File: src/sv/hps_pkg.sv
// shared types, constants and helpers for the humidifier press sequencer
// no dependencies; used by hps_seq, humidifier_press_sequencer and hps_chk
package hps_pkg;

   localparam int COUNT_BITS = 16;
   localparam logic [31:0] COUNT_MAX = 32'((64'd1 << COUNT_BITS) - 64'd1);

   localparam int LEVEL_BITS = 10;
   localparam int LEN_BITS   = 16;
   localparam int PHASE_BITS = 3;
   localparam int CSR_INDEX_BITS = 3;
   localparam int CSR_DATA_BITS  = 16;
   localparam int REQ_DATA_BITS  = 16;
   localparam int RSP_DATA_BITS  = 8;

   // register indexes
   localparam logic [CSR_INDEX_BITS-1:0] CSR_HUMI_ON   = 3'd0;
   localparam logic [CSR_INDEX_BITS-1:0] CSR_HUMI_OFF  = 3'd1;
   localparam logic [CSR_INDEX_BITS-1:0] CSR_ALARM_HI  = 3'd2;
   localparam logic [CSR_INDEX_BITS-1:0] CSR_PRESS_MS  = 3'd3;
   localparam logic [CSR_INDEX_BITS-1:0] CSR_REST_MS   = 3'd4;

   // register reset values
   localparam logic [LEVEL_BITS-1:0] HUMI_ON_RST  = 10'd500;
   localparam logic [LEVEL_BITS-1:0] HUMI_OFF_RST = 10'd600;
   localparam logic [LEVEL_BITS-1:0] ALARM_HI_RST = 10'd700;
   localparam logic [LEN_BITS-1:0]   PRESS_RST    = 16'd200;
   localparam logic [LEN_BITS-1:0]   REST_RST     = 16'd1000;

   // item kinds on tuser
   localparam logic CMD_TICK   = 1'b0;
   localparam logic CMD_SAMPLE = 1'b1;

   // sequencer phases
   localparam logic [PHASE_BITS-1:0] PH_IDLE  = 3'd0;
   localparam logic [PHASE_BITS-1:0] PH_ONP   = 3'd1;
   localparam logic [PHASE_BITS-1:0] PH_ON    = 3'd2;
   localparam logic [PHASE_BITS-1:0] PH_OFFP1 = 3'd3;
   localparam logic [PHASE_BITS-1:0] PH_REST  = 3'd4;
   localparam logic [PHASE_BITS-1:0] PH_OFFP2 = 3'd5;

   typedef struct packed {
      logic                  drive;
      logic [PHASE_BITS-1:0] phase;
      logic [COUNT_BITS-1:0] count;
   } seq_state_type;

   // length loaded into the countdown, saturated to the counter width
   function automatic logic [COUNT_BITS-1:0] load_len(input logic [LEN_BITS-1:0] len);
      logic [31:0] wide;
      wide = 32'(len);
      if (wide > COUNT_MAX) begin
         return COUNT_MAX[COUNT_BITS-1:0];
      end
      return wide[COUNT_BITS-1:0];
   endfunction

endpackage

File: src/sv/hps_seq.sv
// press sequencer step taken on a tick, after the countdown decrement
// depends on hps_pkg
module hps_seq (
   input  logic                              demand,
   input  logic [hps_pkg::LEN_BITS-1:0]      press_ms,
   input  logic [hps_pkg::LEN_BITS-1:0]      rest_ms,
   input  hps_pkg::seq_state_type            cur,
   output hps_pkg::seq_state_type            nxt
);

   logic zero;

   assign zero = (cur.count == '0);

   always_comb begin
      nxt = cur;
      case (cur.phase)
         hps_pkg::PH_IDLE: begin
            if (demand) begin
               nxt.phase = hps_pkg::PH_ONP;
               nxt.drive = 1'b1;
               nxt.count = hps_pkg::load_len(press_ms);
            end
         end
         hps_pkg::PH_ONP: begin
            if (demand && zero) begin
               nxt.phase = hps_pkg::PH_ON;
               nxt.drive = 1'b0;
            end
         end
         hps_pkg::PH_ON: begin
            if (!demand) begin
               nxt.phase = hps_pkg::PH_OFFP1;
               nxt.drive = 1'b1;
               nxt.count = hps_pkg::load_len(press_ms);
            end
         end
         hps_pkg::PH_OFFP1: begin
            if (!demand && zero) begin
               nxt.phase = hps_pkg::PH_REST;
               nxt.drive = 1'b0;
               nxt.count = hps_pkg::load_len(rest_ms);
            end
         end
         hps_pkg::PH_REST: begin
            if (!demand && zero) begin
               nxt.phase = hps_pkg::PH_OFFP2;
               nxt.drive = 1'b1;
               nxt.count = hps_pkg::load_len(press_ms);
            end
         end
         hps_pkg::PH_OFFP2: begin
            if (!demand && zero) begin
               nxt.phase = hps_pkg::PH_IDLE;
               nxt.drive = 1'b0;
            end
         end
         default: begin
            nxt = cur;
         end
      endcase
   end

endmodule

File: src/sv/humidifier_press_sequencer.sv
// humidifier press sequencer: rsp_tvalid rises in the cycle after a req transfer;
// throughput one item per cycle unless rsp_tready stalls a pending result; state
// and result registers load on the transfer, and the result frees when it is taken.
// synchronous active-high reset: registers to reset values, demand 0, phase idle,
// countdown 0, drive 0, power 1, no result pending. depends on hps_pkg, hps_seq
module humidifier_press_sequencer (
   input  logic                                  clock,
   input  logic                                  reset,
   input  logic                                  req_tvalid,
   output logic                                  req_tready,
   // [9:0] humidity, [10] sensor_fault, [15:11] zero
   input  logic [hps_pkg::REQ_DATA_BITS-1:0]     req_tdata,
   // [0] command
   input  logic                                  req_tuser,
   output logic                                  rsp_tvalid,
   input  logic                                  rsp_tready,
   // [0] press_drive, [1] humidifier_power, [2] demand, [5:3] phase, [7:6] zero
   output logic [hps_pkg::RSP_DATA_BITS-1:0]     rsp_tdata,
   input  logic                                  csr_valid,
   output logic                                  csr_ready,
   input  logic [hps_pkg::CSR_INDEX_BITS-1:0]    csr_index,
   input  logic [hps_pkg::CSR_DATA_BITS-1:0]     csr_data
);

   logic [hps_pkg::LEVEL_BITS-1:0] humi_on_ff, humi_off_ff, alarm_hi_ff;
   logic [hps_pkg::LEN_BITS-1:0]   press_ff, rest_ff;

   hps_pkg::seq_state_type seq_ff, seq_in, tick_cur, tick_nxt;
   logic demand_ff, demand_in;
   logic power_ff, power_in;
   logic rsp_valid_ff, rsp_valid_in;
   logic [hps_pkg::RSP_DATA_BITS-1:0] rsp_data_ff, rsp_data_in;

   logic                           req_xfer;
   logic [hps_pkg::LEVEL_BITS-1:0] humidity;
   logic                           fault;
   logic                           dem_clr;

   assign req_tready = !rsp_valid_ff || rsp_tready;
   assign req_xfer   = req_tvalid && req_tready;
   assign csr_ready  = 1'b1;
   assign rsp_tvalid = rsp_valid_ff;
   assign rsp_tdata  = rsp_data_ff;

   assign humidity = req_tdata[hps_pkg::LEVEL_BITS-1:0];
   assign fault    = req_tdata[hps_pkg::LEVEL_BITS];
   assign dem_clr  = demand_ff && !fault;

   // tick path: countdown decrement, then one sequencer step
   always_comb begin
      tick_cur = seq_ff;
      if (seq_ff.count != '0) begin
         tick_cur.count = seq_ff.count - hps_pkg::COUNT_BITS'(1);
      end
   end

   hps_seq u_seq (
      .demand   (demand_ff),
      .press_ms (press_ff),
      .rest_ms  (rest_ff),
      .cur      (tick_cur),
      .nxt      (tick_nxt)
   );

   always_comb begin
      seq_in    = seq_ff;
      demand_in = demand_ff;
      power_in  = power_ff;
      if (req_tuser == hps_pkg::CMD_SAMPLE) begin
         if (!dem_clr) begin
            demand_in = (humidity <= humi_on_ff);
         end else begin
            demand_in = !(humidity >= humi_off_ff);
         end
         if (humidity >= alarm_hi_ff) begin
            power_in     = 1'b0;
            seq_in.phase = hps_pkg::PH_IDLE;
            seq_in.count = '0;
         end else begin
            power_in = 1'b1;
         end
      end else begin
         seq_in = tick_nxt;
      end
      rsp_data_in = {2'b00, seq_in.phase, demand_in, power_in, seq_in.drive};
      rsp_valid_in = req_xfer || (rsp_valid_ff && !rsp_tready);
   end

   always_ff @(posedge clock) begin
      if (reset) begin
         humi_on_ff   <= hps_pkg::HUMI_ON_RST;
         humi_off_ff  <= hps_pkg::HUMI_OFF_RST;
         alarm_hi_ff  <= hps_pkg::ALARM_HI_RST;
         press_ff     <= hps_pkg::PRESS_RST;
         rest_ff      <= hps_pkg::REST_RST;
         seq_ff       <= '{drive: 1'b0, phase: hps_pkg::PH_IDLE, count: '0};
         demand_ff    <= 1'b0;
         power_ff     <= 1'b1;
         rsp_valid_ff <= 1'b0;
      end else begin
         if (csr_valid && csr_ready) begin
            case (csr_index)
               hps_pkg::CSR_HUMI_ON:  humi_on_ff  <= csr_data[hps_pkg::LEVEL_BITS-1:0];
               hps_pkg::CSR_HUMI_OFF: humi_off_ff <= csr_data[hps_pkg::LEVEL_BITS-1:0];
               hps_pkg::CSR_ALARM_HI: alarm_hi_ff <= csr_data[hps_pkg::LEVEL_BITS-1:0];
               hps_pkg::CSR_PRESS_MS: press_ff    <= csr_data[hps_pkg::LEN_BITS-1:0];
               hps_pkg::CSR_REST_MS:  rest_ff     <= csr_data[hps_pkg::LEN_BITS-1:0];
               default: begin
               end
            endcase
         end
         if (req_xfer) begin
            seq_ff    <= seq_in;
            demand_ff <= demand_in;
            power_ff  <= power_in;
         end
         rsp_valid_ff <= rsp_valid_in;
      end
   end

   always_ff @(posedge clock) begin
      if (req_xfer) begin
         rsp_data_ff <= rsp_data_in;
      end
   end

endmodule

File: config.mk
export PLATFORM = sky130hd
export DESIGN_NAME = humidifier_press_sequencer
export DESIGN_NICKNAME = d
export VERILOG_FILES = /design/src/sv/hps_pkg.sv /design/src/sv/hps_seq.sv /design/src/sv/humidifier_press_sequencer.sv
export SDC_FILE = /design/constraint.sdc
export NUM_CORES = 1
export LEC_CHECK = 0
export BUFFER_PORTS_ARGS = -buffer_cell sky130_fd_sc_hd__buf_2
export CAP_MARGIN = 20
export CORE_ASPECT_RATIO = 1.1
export CORE_MARGIN = 2
export CORE_UTILIZATION = 35
export DETAILED_ROUTE_END_ITERATION = 12
export GPL_ROUTABILITY_DRIVEN = 1
export PLACE_DENSITY_LB_ADDON = 0.12
export SLEW_MARGIN = 10
export SYNTH_ARGS = -nofsm -noshare
export SYNTH_HDL_FRONTEND = slang
export SYNTH_SLANG_ARGS = --single-unit
File: constraint.sdc
create_clock -name clock -period 2.79 [get_ports clock]
set_input_delay 0.1395 -clock clock [delete_from_list [all_inputs] [get_ports clock]]
set_output_delay 0.1395 -clock clock [all_outputs]
set_load 0.02 [all_outputs]
==> flow_metrics.env <==
export IMPL_cp_slowest_cell="or4b_4"
export IMPL_hold_viol_final=0
export IMPL_ctsRootBufferMaster="clkbuf_16"
export IMPL_synth_edf_count=6
export IMPL_critPathBufInv=3
export IMPL_dp_hpwl_um=11600
export IMPL_fin_nets=823
export IMPL_diodes=0
export IMPL_crit_fanout=5
export IMPL_postRouteAntennaNets=0
export IMPL_cp_cell_sequence="nor4_4 > buf_4 > nand4b_1 > mux2_2 > or4b_4 > nor4_4 > buf_4 > buf_4 > a21oi_1 > nor3_2 > nor2_1"
export IMPL_grt_setup_unrepaired="yes"
export IMPL_first_iter_violations=240
export IMPL_r2r_end="rsp_tdata[0]"
export IMPL_grt_usage_pct=19.3
export IMPL_start_util_pct=35.8
export IMPL_antenna_found_initial=0
export IMPL_grt_pass1_vias=4680
export IMPL_drive_gt1_share_pct=21.8
export IMPL_maxCapViolCount=0
export IMPL_final_cell_count_no_fill=952
export IMPL_finalMaxSlewViolations=0
export IMPL_violations="negative setup slack"
export IMPL_max_freq_ghz=0.345
export IMPL_ys_async_sr_fraction_pct=0
export IMPL_cpPeakStageDelay_ns=0.51
export IMPL_rrSetupSlack_ns=-0.11
export IMPL_syn_to_final_growth_pct=21.9
export IMPL_fin_setup_tns_ns=-0.481
export IMPL_ys_types=75
export IMPL_dp_cells=926
export IMPL_outcome="finished, violations left"
export IMPL_fp_dieW_um=122
export IMPL_die_area_um2=16300
export IMPL_post_route_period_util_pct=104
export IMPL_layout_commonest_cell="nand2_1"
export IMPL_yosysTopAreaCell="dfxtp_1"
export IMPL_gp_congestion=0.905
export IMPL_fin_ws_ns=-0.108
export IMPL_holdBufCountCts=0
export IMPL_path_clk_slew_ns=0.07
export IMPL_io_pins=52
export IMPL_clock_sinks=91
export IMPL_r2r_start="seq_ff[2]"
export IMPL_clk_latency_ns=0.34
export IMPL_cts_buffer_depth=2
export IMPL_avgSynthCellArea_um2=7.97
export IMPL_cp_data_required_time_ns=2.89
export IMPL_drc_errors=0
export IMPL_io_buffer_count=43
export IMPL_grt_start_max_net_pins=57
export IMPL_finalInstanceArea_um2=6530
export IMPL_yosysWarnings=0
export IMPL_p_per_area_nw_per_um2=1110
export IMPL_overflow=0
export IMPL_cp_common_cell="buf_4"
export IMPL_numCtsBuffers=9
export IMPL_critPathLaunch="seq_ff[2]"
export IMPL_cts_tree="built"
export IMPL_rows=47
export IMPL_endpoint="rsp_tdata[0]"
export IMPL_netlist_top_cells_area="dfxtp_1 32%, nand2_1 8.5%, ha_1 7.2%"
export IMPL_final_core_util_pct=43.6
export IMPL_min_period_ns=2.90
export IMPL_tightest_slew_ns=0.727
export IMPL_synth_ff_type="dfxtp_1"
export IMPL_max_slew_margin_pct=51.4
export IMPL_ys_seq_elements=91
export IMPL_syn_area_um2=5360
export IMPL_via_per_inst=5.26
export IMPL_finalWirelength_um=15400
export IMPL_yosysSeqAreaShare_pct=35.1
export IMPL_final_cell_mix="121 x nand2_1, 82 x dfxtp_1, 60 x buf_4"
export IMPL_cp_end_kind="register"
export IMPL_leakage_nw=2.91
export IMPL_crit_type="reg -> reg"
export IMPL_synth_top_area_share_pct=31.7
export IMPL_grt_first_pass_wirelength_um=24800
export IMPL_via_count=5005
export IMPL_clock_skew_ns=0.00479
export IMPL_cts_max_level=3
export IMPL_worstPathArrival_ns=2.99
export IMPL_worstHoldPathType="in -> reg"
export IMPL_syn_inst=673
export IMPL_crit_family="simple AND/OR/NAND/NOR gates"
export IMPL_finalSetupViolations=7
export IMPL_place_area_um2=6090
export IMPL_crit_path_start_kind="register"
export IMPL_ff2ff_path_depth=11
export IMPL_detail_route_wl_per_cell_um=16.2
export IMPL_coreArea_um2=15000
export IMPL_vdd_ir_drop_max_uv=671
export IMPL_drt_first_pass_iters=5
export IMPL_worst_path_stages=11
export IMPL_die_height_um=134
## cells by family after synthesis
logic type | count (synthesis) | share of synthesized area (%)
simple gates | 276 | 25.8
compound gates | 170 | 20.8
flops | 91 | 35.1
buf+inv | 81 | 6.81
fa+ha+maj | 32 | 7.42
mux | 17 | 3.27
xor+xnor | 4 | 0.654
other cells | 2 | 0.140
## power breakdown
part	switching, mW	total [mW]	internal [mW]
combinational	2.14	4.39	2.25
clock	0.528	1.29	0.765
sequential	0.105	1.54	1.43
## worst min path at each step
stage | from | to | slack, ns | cells after the start
5_1_grt | csr_data[10] | press_ff[10] | 0.04 | 3
3_3_place_gp | req_tvalid | rsp_tvalid | 0.39 | 3
2_1_floorplan | csr_data[2] | alarm_hi_ff[2] | 0.26 | 1
6_report | req_tvalid | rsp_tvalid | 0.03 | 3
3_5_place_dp | req_tvalid | rsp_tvalid | 0.39 | 3
4_1_cts | req_tvalid | rsp_tvalid | 0.02 | 3
## what timing repair did
action | 4_1_cts | 5_1_grt
buffers inserted | 4 | 4
endpoints found under the setup margin | 18 | 21
resized for setup | 9 | 10
pin swaps | 5 | 3
gates cloned | 1 | 1
## per-stage QoR
stage	setup WS [ns]	hold slack (ns)	total power, mW
after detailed placement	-0.169	0.393	5.57
after floorplan	-0.0195	0.257	4.26
after CTS	-0.106	0.0224	7.01
final	-0.108	0.0307	7.22
after global placement	-0.157	0.390	5.57
after global routing	-0.292	0.0393	7.72
## registers in the layout, summed over array words and instances, names as in the netlist
register,count
seq_ff,20
press_ff,16
rest_ff,16
alarm_hi_ff,10
humi_off_ff,10
humi_on_ff,10
rsp_tdata,6
demand_ff,1
power_ff,1
rsp_tvalid,1
## worst reg2reg max path, stage by stage, from the launching register on
cell	delay (ns)
dfxtp_4	0.36
nor4_4	0.28
buf_4	0.18
nand4b_1	0.10
mux2_2	0.30
or4b_4	0.51
nor4_4	0.31
buf_4	0.20
buf_4	0.10
a21oi_1	0.06
nor3_2	0.17
nor2_1	0.07
## metal layers
layer | global-route usage, % | wire [um]
met3 | 2.25 | 363
met1 | 25.7 | 7180
met2 | 32.5 | 7590
met5 | 0 | 0
met4 | 6.32 | 272
## synthesized netlist by cell type (3+ instances only)
| master | instances |
|---|---|
| nand3_1 | 11 |
| buf_2 | 5 |
| nor2b_1 | 5 |
| edfxtp_1 | 6 |
| o31ai_1 | 6 |
| xnor2_1 | 3 |
| nor3_1 | 19 |
| or3_2 | 4 |
| o21a_1 | 6 |
| nand4b_1 | 3 |
| a21oi_1 | 56 |
| nand4_1 | 8 |
| nand2_1 | 122 |
| clkbuf_1 | 25 |
| dfxtp_1 | 85 |
| a22oi_1 | 12 |
| inv_1 | 38 |
| o21ai_0 | 21 |
| a211o_1 | 17 |
| a21o_1 | 10 |
| buf_6 | 4 |
| and3_1 | 3 |
| mux2i_1 | 13 |
| nor2_1 | 48 |
| buf_4 | 4 |
| nand2b_1 | 5 |
| o21ai_1 | 9 |
| or2_2 | 3 |
| nand3b_1 | 17 |
| mux2_2 | 4 |
| ha_1 | 31 |
| or3_1 | 6 |
| buf_1 | 3 |
| a22o_1 | 3 |
| o22ai_1 | 4 |
## final cells by class
type	count	area (um2)
fill	1517	8460
sequential	91	1890
clock inverter	4	47.5
multi-input combinational	502	3190
timing repair buffer	108	747
tap	196	245
clock buffer	12	267
inverter	39	146
No activity file was read; power rests on OpenSTA's default activity.
